==> src/rtl/sga_pkg.sv <==
// ----------------------------------------------------------------------------
// sga_pkg
// Shared widths, register codes, configuration struct and saturation helper
// for the sensor gain / moving average / low-pass block.
// ----------------------------------------------------------------------------
package sga_pkg;

  localparam int unsigned SAMPLE_W    = 16;
  localparam int unsigned DATA_W      = 24;
  localparam int unsigned GAIN_W      = 8;
  localparam int unsigned WLEN_W      = 6;
  localparam int unsigned ALPHA_W     = 15;
  localparam int unsigned BETA_W      = 16;
  localparam int unsigned CFG_AW      = 2;
  localparam int unsigned CFG_DW      = 16;

  localparam int unsigned WINDOW_MAX  = 32;
  localparam int unsigned WIN_AW      = $clog2(WINDOW_MAX);
  localparam int unsigned SUM_W       = DATA_W + WIN_AW;
  localparam int unsigned PROD_W      = SAMPLE_W + GAIN_W + 1;
  localparam int unsigned QUEUE_DEPTH = 2;
  localparam int unsigned COEF_FRAC   = 15;
  localparam int unsigned SAT_W       = 48;

  typedef enum logic [CFG_AW-1:0] {
    CFG_GAIN  = 2'd0,
    CFG_WLEN  = 2'd1,
    CFG_ALPHA = 2'd2,
    CFG_BETA  = 2'd3
  } cfg_idx_e;

  localparam logic [GAIN_W-1:0]         GAIN_RST  = 8'd2;
  localparam logic [WLEN_W-1:0]         WLEN_RST  = 6'd20;
  localparam logic [ALPHA_W-1:0]        ALPHA_RST = 15'd2979;
  localparam logic signed [BETA_W-1:0]  BETA_RST  = -16'sd26810;

  typedef struct packed {
    logic [GAIN_W-1:0]        gain;
    logic [WLEN_W-1:0]        wlen;
    logic [ALPHA_W-1:0]       alpha;
    logic signed [BETA_W-1:0] beta;
  } cfg_t;

  localparam logic signed [SAT_W-1:0] SAT_HI = SAT_W'((64'sd1 <<< (DATA_W - 1)) - 64'sd1);
  localparam logic signed [SAT_W-1:0] SAT_LO = -SAT_HI - SAT_W'(1);

  // Clamp a wide signed value to the data range.
  function automatic logic signed [DATA_W-1:0] sat_data(input logic signed [SAT_W-1:0] v);
    logic signed [SAT_W-1:0] r;
    begin
      if (v > SAT_HI) begin
        r = SAT_HI;
      end else if (v < SAT_LO) begin
        r = SAT_LO;
      end else begin
        r = v;
      end
      return r[DATA_W-1:0];
    end
  endfunction

endpackage

==> src/rtl/sga_front.sv <==
// ----------------------------------------------------------------------------
// sga_front
// Input stage: takes a sample request, multiplies it by the gain and hands
// the saturated scaled value to the queue.
// ----------------------------------------------------------------------------
module sga_front import sga_pkg::*; (
  input  logic                       clk_i,
  input  logic                       rst_ni,
  input  logic                       push_i,
  output logic                       full_o,
  input  logic signed [SAMPLE_W-1:0] sample_i,
  input  logic [GAIN_W-1:0]          gain_i,
  output logic                       q_push_o,
  output logic signed [DATA_W-1:0]   q_data_o,
  input  logic                       q_full_i
);

  logic                      st_valid_q;
  logic signed [PROD_W-1:0]  prod_q;
  logic signed [PROD_W-1:0]  prod_d;
  logic signed [GAIN_W:0]    gain_s;
  logic                      advance;
  logic                      accept;

  assign gain_s   = $signed({1'b0, gain_i});
  assign prod_d   = PROD_W'(sample_i) * PROD_W'(gain_s);
  assign advance  = st_valid_q && !q_full_i;
  assign full_o   = st_valid_q && q_full_i;
  assign accept   = push_i && !full_o;
  assign q_push_o = advance;
  assign q_data_o = sat_data(SAT_W'(prod_q));

  always_ff @(posedge clk_i or negedge rst_ni) begin
    if (!rst_ni) begin
      st_valid_q <= 1'b0;
    end else if (accept) begin
      st_valid_q <= 1'b1;
    end else if (advance) begin
      st_valid_q <= 1'b0;
    end
  end

  always_ff @(posedge clk_i) begin
    if (accept) begin
      prod_q <= prod_d;
    end
  end

endmodule

==> src/rtl/sga_queue.sv <==
// ----------------------------------------------------------------------------
// sga_queue
// Short queue of scaled samples between the input stage and the averaging
// and filtering engine.
// ----------------------------------------------------------------------------
module sga_queue import sga_pkg::*; (
  input  logic                     clk_i,
  input  logic                     rst_ni,
  input  logic                     push_i,
  input  logic signed [DATA_W-1:0] data_i,
  output logic                     full_o,
  input  logic                     pop_i,
  output logic signed [DATA_W-1:0] data_o,
  output logic                     empty_o
);

  localparam int unsigned PTR_W = (QUEUE_DEPTH > 1) ? $clog2(QUEUE_DEPTH) : 1;
  localparam int unsigned CNT_W = $clog2(QUEUE_DEPTH + 1);

  logic signed [DATA_W-1:0] slot_q [QUEUE_DEPTH];
  logic [PTR_W-1:0]         wr_ptr_q;
  logic [PTR_W-1:0]         rd_ptr_q;
  logic [CNT_W-1:0]         count_q;
  logic                     do_push;
  logic                     do_pop;

  assign full_o  = count_q == CNT_W'(QUEUE_DEPTH);
  assign empty_o = count_q == '0;
  assign do_push = push_i && !full_o;
  assign do_pop  = pop_i && !empty_o;
  assign data_o  = slot_q[rd_ptr_q];

  always_ff @(posedge clk_i or negedge rst_ni) begin
    if (!rst_ni) begin
      wr_ptr_q <= '0;
      rd_ptr_q <= '0;
      count_q  <= '0;
    end else begin
      if (do_push) begin
        wr_ptr_q <= wr_ptr_q + PTR_W'(1);
      end
      if (do_pop) begin
        rd_ptr_q <= rd_ptr_q + PTR_W'(1);
      end
      if (do_push && !do_pop) begin
        count_q <= count_q + CNT_W'(1);
      end else if (do_pop && !do_push) begin
        count_q <= count_q - CNT_W'(1);
      end
    end
  end

  always_ff @(posedge clk_i) begin
    if (do_push) begin
      slot_q[wr_ptr_q] <= data_i;
    end
  end

endmodule

==> src/rtl/sga_back.sv <==
// ----------------------------------------------------------------------------
// sga_back
// Averaging and filtering engine: ring store with running sum, serial
// divide by the window length, Q15 first-order low-pass, result register.
// ----------------------------------------------------------------------------
module sga_back import sga_pkg::*; (
  input  logic                     clk_i,
  input  logic                     rst_ni,
  input  cfg_t                     cfg_i,
  input  logic                     win_clear_i,
  input  logic                     q_empty_i,
  input  logic signed [DATA_W-1:0] q_data_i,
  output logic                     q_pop_o,
  output logic                     empty_o,
  input  logic                     pop_i,
  output logic signed [DATA_W-1:0] scaled_o,
  output logic signed [DATA_W-1:0] averaged_o,
  output logic signed [DATA_W-1:0] filtered_o
);

  localparam int unsigned DIV_BITS   = 2;
  localparam int unsigned DIV_CYCLES = (SUM_W + DIV_BITS - 1) / DIV_BITS;
  localparam int unsigned DVD_W      = DIV_CYCLES * DIV_BITS;
  localparam int unsigned CNT_W      = (DIV_CYCLES > 1) ? $clog2(DIV_CYCLES) : 1;
  localparam int unsigned AB_W       = DATA_W + 1;
  localparam int unsigned P1_W       = ALPHA_W + 1 + AB_W;
  localparam int unsigned P2_W       = BETA_W + DATA_W;
  localparam int unsigned ACC_W      = P1_W + 1;
  localparam int unsigned QUO_W      = DVD_W + 1;

  typedef enum logic [2:0] {
    ST_IDLE, ST_SUM, ST_DIV, ST_AVG, ST_MUL, ST_ACC, ST_DONE
  } state_e;

  state_e                    state_q;
  logic signed [DATA_W-1:0]  mem_q [WINDOW_MAX];
  logic [WINDOW_MAX-1:0]     valid_q;
  logic signed [DATA_W-1:0]  rd_data_q;
  logic                      rd_valid_q;
  logic [WIN_AW-1:0]         wr_slot_q;
  logic signed [SUM_W-1:0]   sum_q;
  logic signed [DATA_W-1:0]  x_q;
  logic [DVD_W-1:0]          dvd_q;
  logic [WIN_AW-1:0]         rem_q;
  logic                      neg_q;
  logic [CNT_W-1:0]          cnt_q;
  logic signed [DATA_W-1:0]  avg_q;
  logic signed [DATA_W-1:0]  prev_avg_q;
  logic signed [DATA_W-1:0]  prev_filt_q;
  logic signed [P1_W-1:0]    p1_q;
  logic signed [P2_W-1:0]    p2_q;
  logic signed [DATA_W-1:0]  filt_q;
  logic                      out_valid_q;
  logic signed [DATA_W-1:0]  out_scaled_q;
  logic signed [DATA_W-1:0]  out_avg_q;
  logic signed [DATA_W-1:0]  out_filt_q;

  logic [WLEN_W-1:0]         len;
  logic [WIN_AW-1:0]         old_slot;
  logic signed [DATA_W-1:0]  old_val;
  logic signed [SUM_W-1:0]   sum_d;
  logic [SUM_W-1:0]          sum_mag;
  logic [DVD_W-1:0]          dvd_d;
  logic [WIN_AW-1:0]         rem_d;
  logic [WIN_AW:0]           trial;
  logic signed [QUO_W-1:0]   quo_s;
  logic signed [DATA_W-1:0]  avg_d;
  logic signed [AB_W-1:0]    ab_sum;
  logic signed [P1_W-1:0]    p1_d;
  logic signed [P2_W-1:0]    p2_d;
  logic signed [ACC_W-1:0]   acc;
  logic signed [ACC_W-1:0]   acc_sh;
  logic signed [DATA_W-1:0]  filt_d;

  always_comb begin
    if (cfg_i.wlen == '0) begin
      len = WLEN_W'(1);
    end else if (cfg_i.wlen > WLEN_W'(WINDOW_MAX)) begin
      len = WLEN_W'(WINDOW_MAX);
    end else begin
      len = cfg_i.wlen;
    end
  end

  assign old_slot = wr_slot_q - len[WIN_AW-1:0];
  assign old_val  = rd_valid_q ? rd_data_q : '0;
  assign sum_d    = sum_q - SUM_W'(old_val) + SUM_W'(x_q);
  assign sum_mag  = sum_d[SUM_W-1] ? SUM_W'(-sum_d) : SUM_W'(sum_d);

  // Restoring division, DIV_BITS quotient bits per cycle.
  always_comb begin
    dvd_d = dvd_q;
    rem_d = rem_q;
    trial = '0;
    for (int i = 0; i < DIV_BITS; i++) begin
      trial = {rem_d, dvd_d[DVD_W-1]};
      dvd_d = {dvd_d[DVD_W-2:0], 1'b0};
      if (trial >= (WIN_AW + 1)'(len)) begin
        trial    = trial - (WIN_AW + 1)'(len);
        dvd_d[0] = 1'b1;
      end
      rem_d = trial[WIN_AW-1:0];
    end
  end

  assign quo_s  = neg_q ? -$signed({1'b0, dvd_q}) : $signed({1'b0, dvd_q});
  assign avg_d  = sat_data(SAT_W'(quo_s));
  assign ab_sum = AB_W'(avg_q) + AB_W'(prev_avg_q);
  assign p1_d   = P1_W'($signed({1'b0, cfg_i.alpha})) * P1_W'(ab_sum);
  assign p2_d   = P2_W'(cfg_i.beta) * P2_W'(prev_filt_q);
  assign acc    = ACC_W'(p1_q) - ACC_W'(p2_q) + (ACC_W'(1) <<< (COEF_FRAC - 1));
  assign acc_sh = acc >>> COEF_FRAC;
  assign filt_d = sat_data(SAT_W'(acc_sh));

  assign q_pop_o    = (state_q == ST_IDLE) && !q_empty_i;
  assign empty_o    = !out_valid_q;
  assign scaled_o   = out_scaled_q;
  assign averaged_o = out_avg_q;
  assign filtered_o = out_filt_q;

  always_ff @(posedge clk_i or negedge rst_ni) begin
    if (!rst_ni) begin
      state_q      <= ST_IDLE;
      valid_q      <= '0;
      rd_valid_q   <= 1'b0;
      wr_slot_q    <= '0;
      sum_q        <= '0;
      x_q          <= '0;
      dvd_q        <= '0;
      rem_q        <= '0;
      neg_q        <= 1'b0;
      cnt_q        <= '0;
      avg_q        <= '0;
      prev_avg_q   <= '0;
      prev_filt_q  <= '0;
      p1_q         <= '0;
      p2_q         <= '0;
      filt_q       <= '0;
      out_valid_q  <= 1'b0;
      out_scaled_q <= '0;
      out_avg_q    <= '0;
      out_filt_q   <= '0;
    end else begin
      if (pop_i && out_valid_q && (state_q != ST_DONE)) begin
        out_valid_q <= 1'b0;
      end
      if (win_clear_i) begin
        valid_q   <= '0;
        wr_slot_q <= '0;
        sum_q     <= '0;
      end
      unique case (state_q)
        ST_IDLE: begin
          rd_valid_q <= valid_q[old_slot];
          if (!q_empty_i) begin
            x_q     <= q_data_i;
            state_q <= ST_SUM;
          end
        end
        ST_SUM: begin
          sum_q              <= sum_d;
          valid_q[wr_slot_q] <= 1'b1;
          wr_slot_q          <= wr_slot_q + WIN_AW'(1);
          dvd_q              <= DVD_W'(sum_mag);
          rem_q              <= '0;
          neg_q              <= sum_d[SUM_W-1];
          cnt_q              <= CNT_W'(DIV_CYCLES - 1);
          state_q            <= ST_DIV;
        end
        ST_DIV: begin
          dvd_q <= dvd_d;
          rem_q <= rem_d;
          if (cnt_q == '0) begin
            state_q <= ST_AVG;
          end else begin
            cnt_q <= cnt_q - CNT_W'(1);
          end
        end
        ST_AVG: begin
          avg_q   <= avg_d;
          state_q <= ST_MUL;
        end
        ST_MUL: begin
          p1_q    <= p1_d;
          p2_q    <= p2_d;
          state_q <= ST_ACC;
        end
        ST_ACC: begin
          filt_q      <= filt_d;
          prev_avg_q  <= avg_q;
          prev_filt_q <= filt_d;
          state_q     <= ST_DONE;
        end
        ST_DONE: begin
          // Hold until the result register is free or being drained.
          if (!out_valid_q || pop_i) begin
            out_valid_q  <= 1'b1;
            out_scaled_q <= x_q;
            out_avg_q    <= avg_q;
            out_filt_q   <= filt_q;
            state_q      <= ST_IDLE;
          end
        end
        default: begin
          state_q <= ST_IDLE;
        end
      endcase
    end
  end

  always_ff @(posedge clk_i) begin
    if (state_q == ST_IDLE) begin
      rd_data_q <= mem_q[old_slot];
    end
    if (state_q == ST_SUM) begin
      mem_q[wr_slot_q] <= x_q;
    end
  end

endmodule

==> src/rtl/sensor_gain_average_lowpass.sv <==
// ----------------------------------------------------------------------------
// sensor_gain_average_lowpass
// Gain, moving average and first-order low-pass over a sensor sample stream.
// ----------------------------------------------------------------------------
// Usage:
//   Input side is a queue: drive sample_i with push_i high; the request is
//   taken at a clock edge where full_o is low. Result side is a queue too:
//   scaled_o, averaged_o and filtered_o hold the oldest result while
//   empty_o is low; pop_i at such an edge takes it.
//   Configuration is a plain write port (cfg_we_i, cfg_addr_i, cfg_wdata_i):
//   0 gain, 1 window length, 2 alpha (Q15), 3 beta (Q15, signed). Write only
//   while no request is in flight. A window length write restarts the
//   average from zero history.
//   The engine works on one request at a time and takes the next from the
//   queue only once the last has left for the output register; its steps
//   are the store access, the serial divide by the window length (2
//   quotient bits per cycle), the multiply and the accumulate.
//   A stalled result side holds the finished result in the output register;
//   up to four more requests are taken (one finished in the engine, two in
//   the queue, one in the input stage) before full_o rises.
//   Reset clears all state and restores the register defaults
//   (gain 2, window 20, alpha 2979, beta -26810).
// ----------------------------------------------------------------------------
module sensor_gain_average_lowpass import sga_pkg::*; (
  input  logic                       clk_i,
  input  logic                       rst_ni,
  input  logic                       push_i,
  output logic                       full_o,
  input  logic signed [SAMPLE_W-1:0] sample_i,
  output logic                       empty_o,
  input  logic                       pop_i,
  output logic signed [DATA_W-1:0]   scaled_o,
  output logic signed [DATA_W-1:0]   averaged_o,
  output logic signed [DATA_W-1:0]   filtered_o,
  input  logic                       cfg_we_i,
  input  logic [CFG_AW-1:0]          cfg_addr_i,
  input  logic [CFG_DW-1:0]          cfg_wdata_i
);

  cfg_t                     cfg_q;
  logic                     win_clear;
  logic                     q_push;
  logic signed [DATA_W-1:0] q_wdata;
  logic                     q_full;
  logic                     q_pop;
  logic signed [DATA_W-1:0] q_rdata;
  logic                     q_empty;

  assign win_clear = cfg_we_i && (cfg_idx_e'(cfg_addr_i) == CFG_WLEN);

  always_ff @(posedge clk_i or negedge rst_ni) begin
    if (!rst_ni) begin
      cfg_q.gain  <= GAIN_RST;
      cfg_q.wlen  <= WLEN_RST;
      cfg_q.alpha <= ALPHA_RST;
      cfg_q.beta  <= BETA_RST;
    end else if (cfg_we_i) begin
      unique case (cfg_idx_e'(cfg_addr_i))
        CFG_GAIN:  cfg_q.gain  <= cfg_wdata_i[GAIN_W-1:0];
        CFG_WLEN:  cfg_q.wlen  <= cfg_wdata_i[WLEN_W-1:0];
        CFG_ALPHA: cfg_q.alpha <= cfg_wdata_i[ALPHA_W-1:0];
        CFG_BETA:  cfg_q.beta  <= $signed(cfg_wdata_i[BETA_W-1:0]);
        default: begin
        end
      endcase
    end
  end

  sga_front u_front (
    .clk_i    (clk_i),
    .rst_ni   (rst_ni),
    .push_i   (push_i),
    .full_o   (full_o),
    .sample_i (sample_i),
    .gain_i   (cfg_q.gain),
    .q_push_o (q_push),
    .q_data_o (q_wdata),
    .q_full_i (q_full)
  );

  sga_queue u_queue (
    .clk_i   (clk_i),
    .rst_ni  (rst_ni),
    .push_i  (q_push),
    .data_i  (q_wdata),
    .full_o  (q_full),
    .pop_i   (q_pop),
    .data_o  (q_rdata),
    .empty_o (q_empty)
  );

  sga_back u_back (
    .clk_i       (clk_i),
    .rst_ni      (rst_ni),
    .cfg_i       (cfg_q),
    .win_clear_i (win_clear),
    .q_empty_i   (q_empty),
    .q_data_i    (q_rdata),
    .q_pop_o     (q_pop),
    .empty_o     (empty_o),
    .pop_i       (pop_i),
    .scaled_o    (scaled_o),
    .averaged_o  (averaged_o),
    .filtered_o  (filtered_o)
  );

endmodule

==> config.mk <==
export PLATFORM = sky130hd
export DESIGN_NAME = sensor_gain_average_lowpass
export DESIGN_NICKNAME = d
export VERILOG_FILES = /design/src/rtl/sga_pkg.sv /design/src/rtl/sga_front.sv /design/src/rtl/sga_queue.sv /design/src/rtl/sga_back.sv /design/src/rtl/sensor_gain_average_lowpass.sv
export SDC_FILE = /design/constraint.sdc
export NUM_CORES = 2
export LEC_CHECK = 0
export ABC_AREA = 1
export BUFFER_PORTS_ARGS = -buffer_cell sky130_fd_sc_hd__buf_2
export CAP_MARGIN = 0
export CORE_MARGIN = 2
export CORE_UTILIZATION = 49
export CTS_BUF_LIST = sky130_fd_sc_hd__clkbuf_8
export DETAILED_ROUTE_END_ITERATION = 10
export GPL_ROUTABILITY_DRIVEN = 0
export PLACE_DENSITY = 0.78
export SYNTH_ARGS = -nofsm -noshare
export SYNTH_HDL_FRONTEND = slang
export SYNTH_SLANG_ARGS = --single-unit
==> constraint.sdc <==
create_clock -name clk_i -period 6.81 [get_ports clk_i]
set_input_delay 1.7025 -clock clk_i [delete_from_list [all_inputs] [get_ports clk_i]]
set_output_delay 1.7025 -clock clk_i [all_outputs]
set_load 0.01 [all_outputs]
==> metrics.cfg <==
[run_status]
run_status=finished, violations left
violations=design-rule violations, negative setup slack

[sta]
min_period_over_period=1.19
finalMaxSlewViolations=0
fin_skew_ns=0.154
slew_headroom=0.0797
fmax_ghz=0.123
layout_min_cycle_time_ns=8.12
setup_slack_ns=-1.31
setup-violations-final=32
tightest_slew_ns=1.38
hold_violations=0
rsz0062_at_grt=true

[detailed_routing]
vias=78100
drc_errors=35
wire_per_inst_um=22.8
detail_route.first_pass.iterations=11
ant_nets=0
drt_wl_total_um=300000
vias_per_cell=5.94
drtIter0Drc=10300

[worst_setup_path]
criticalPathCategory=reg -> reg
ff2ff_setup_slack_ns=-1.31
cp.arrival_ns=9.12
required_ns=7.82
r2r_cells=30
reg2reg_to=u_back.p1_q[38]
crit_start=u_back.prev_avg_q[11]
crit_path_start_kind=flop
timing.rr.start=u_back.prev_avg_q[11]
slowest_delay_ns=0.67
cp-endpoint=u_back.p1_q[38]
cp_slowest_cell=dfrtp_1
end_kind=flop
crit_fanout=5
cpMostUsedCell=fa_1

[synthesis]
yosys.cell_types.count=66
synth_top_cell_area_share=0.281
synth_cells=10000
synth.largest_area_cell=edfxtp_1
yosysWarnings=0
synth-edff-count=865
yosysSeqAreaShare=0.392
syn_area_um2=92600
synth_seq_cells=1275
ys_dominant_reg_cell=edfxtp_1
synthArstFlopShare=0.322
avgSynthCellArea_um2=9.23
synthTopCellsByArea=edfxtp_1, fa_1, dfrtp_1
synth_nets=11400

[global_routing]
grt_pass1_vias=77000
grt_overflow=0
grt_first_pass_wirelength_um=431000
grt.total_usage=0.288
grt_start_max_net_pins=153
grt_antenna_before_repair=23

[floorplan]
start_util=0.493
num_rows=159
fp.coreArea_um2=188000
die_area_um2=192000
die_w_um=439
die_height_um=439
ioPinCount=113

[clock_tree]
clockBufferDepth=3
path_clk_slew_ns=0.07
numClockSinks=1275
cts_made_buffers=197
ctsHoldBuffers=0
insertion_delay_ns=1.13
cts_tree=yes
cts_root_buf=clkbuf_8
htree_levels=4

[cells_and_area]
area_delta_synth_final_pct=14.5
fin_area_um2=106000
layout_commonest_cell=nand2_1
mostFrequentLayoutCells=nand2_1, inv_1, edfxtp_1
drive_gt1_frac=0.152
num-fill-cells=14800
final_nets=11800

[min_path]
hold_class=reg -> reg

[placed_design]
hpwl_um=196000
dpl-instance-area_um2=98400
port_buffers=112

[job]
maxCapViolCount=0

-- kinds of logic after synthesis --
logic type | synth area share
adder cells (fa/ha/maj) | 0.243
XOR/XNOR | 0.0143
buffers and inverters | 0.0942
flip-flops | 0.392
AO/OA/AOI/OAI | 0.0867
multiplexers | 0.0106
AND/OR/NAND/NOR | 0.160
-- metrics by stage --
stage                     instances    TNS, ns  setup slack, ns  utilization  hold slack, ns
after global routing          13100     -30.06            -1.52        0.564           0.507
after global placement        12700     -14.38           -0.708        0.524           0.462
after floorplan               10000  -0.000337        -0.000337            -           0.446
after detailed placement      12700     -18.53           -0.871        0.524           0.467
after CTS                     13100      -7.04           -0.437        0.557           0.483
final                         13100     -25.83            -1.31        0.564           0.480
-- repair_timing --
action	4_1_cts	5_1_grt
cloned	3	1
gates resized for setup	366	306
pin swaps	160	187
setup buffers	55	52
setup endpoints to repair	30	43
-- synth_stat cells, types with 84 or more instances --
library cell / number
fa_1: 871
o22ai_1: 90
nand2_1: 2072
ha_1: 405
inv_1: 1804
clkbuf_1: 365
xor2_1: 84
mux2i_1: 96
o32ai_1: 98
a21oi_1: 250
nor2_1: 946
dfrtp_1: 392
o21ai_0: 562
edfxtp_1: 865
nand3_1: 322
-- how the worst min path moves through the flow --
stage / from / to / slack [ns] / cells after the start
floorplan: u_back.p1_q[1] / u_back.p1_q[1] / 0.45 / 2
global placement: u_back.filtered_o[16] / u_back.filtered_o[16] / 0.46 / 2
detailed placement: u_back.p1_q[4] / u_back.p1_q[4] / 0.47 / 2
CTS: u_back.p1_q[4] / u_back.p1_q[4] / 0.48 / 2
global route: u_back.valid_q[11] / u_back.valid_q[11] / 0.51 / 2
finish: u_back.filtered_o[17] / u_back.filtered_o[17] / 0.48 / 2
-- layer usage --
layer | GRT usage | up-vias | share of wire
li1 | - | 32900 | -
met4 | 0.174 | 24 | 0.084
met1 | 0.360 | 37700 | 0.34
met3 | 0.0651 | 1810 | 0.13
met2 | 0.458 | 5714 | 0.45
met5 | 0 | - | 0.00072
-- sequential cells by signal (all words and copies together) (netlist names), 25 cells and up --
register,flops
u_back.p1_q,41
u_back.valid_q,32
u_back.sum_q,29
u_back.p2_q,40
u_queue.slot_q,48
u_front.prod_q,25
u_back.dvd_q,30
u_back.mem_q,768
cfg_q,45
-- worst max-delay path, delay by kind of cell (launching register included) --
kind	cells	cell delay, ns
xor gates and xnor gates	1	0.24
and+or+nand+nor	7	1.11
AOI/OAI and AO/OA	6	1.38
buffers and inverters	8	0.99
adders and majority gates	8	3.70
DFF	1	0.67
-- cell type report --
| cell class | instances | area, um^2 | area share |
|---|---|---|---|
| tap | 2495 | 3120 | 0.0294 |
| sequential | 1275 | 36300 | 0.342 |
| multi-input combinational | 6472 | 50300 | 0.474 |
| clock inverter | 140 | 1070 | 0.0101 |
| antenna | 17 | 42.5 | 0.000401 |
| inverter | 1845 | 6970 | 0.0657 |
| clock buffer | 220 | 3030 | 0.0286 |
| timing repair buffer | 677 | 5220 | 0.0492 |
Power is left out: the tool's default activity adds up to more than one toggle a clock period on the data nets, which glitch-free logic cannot reach.
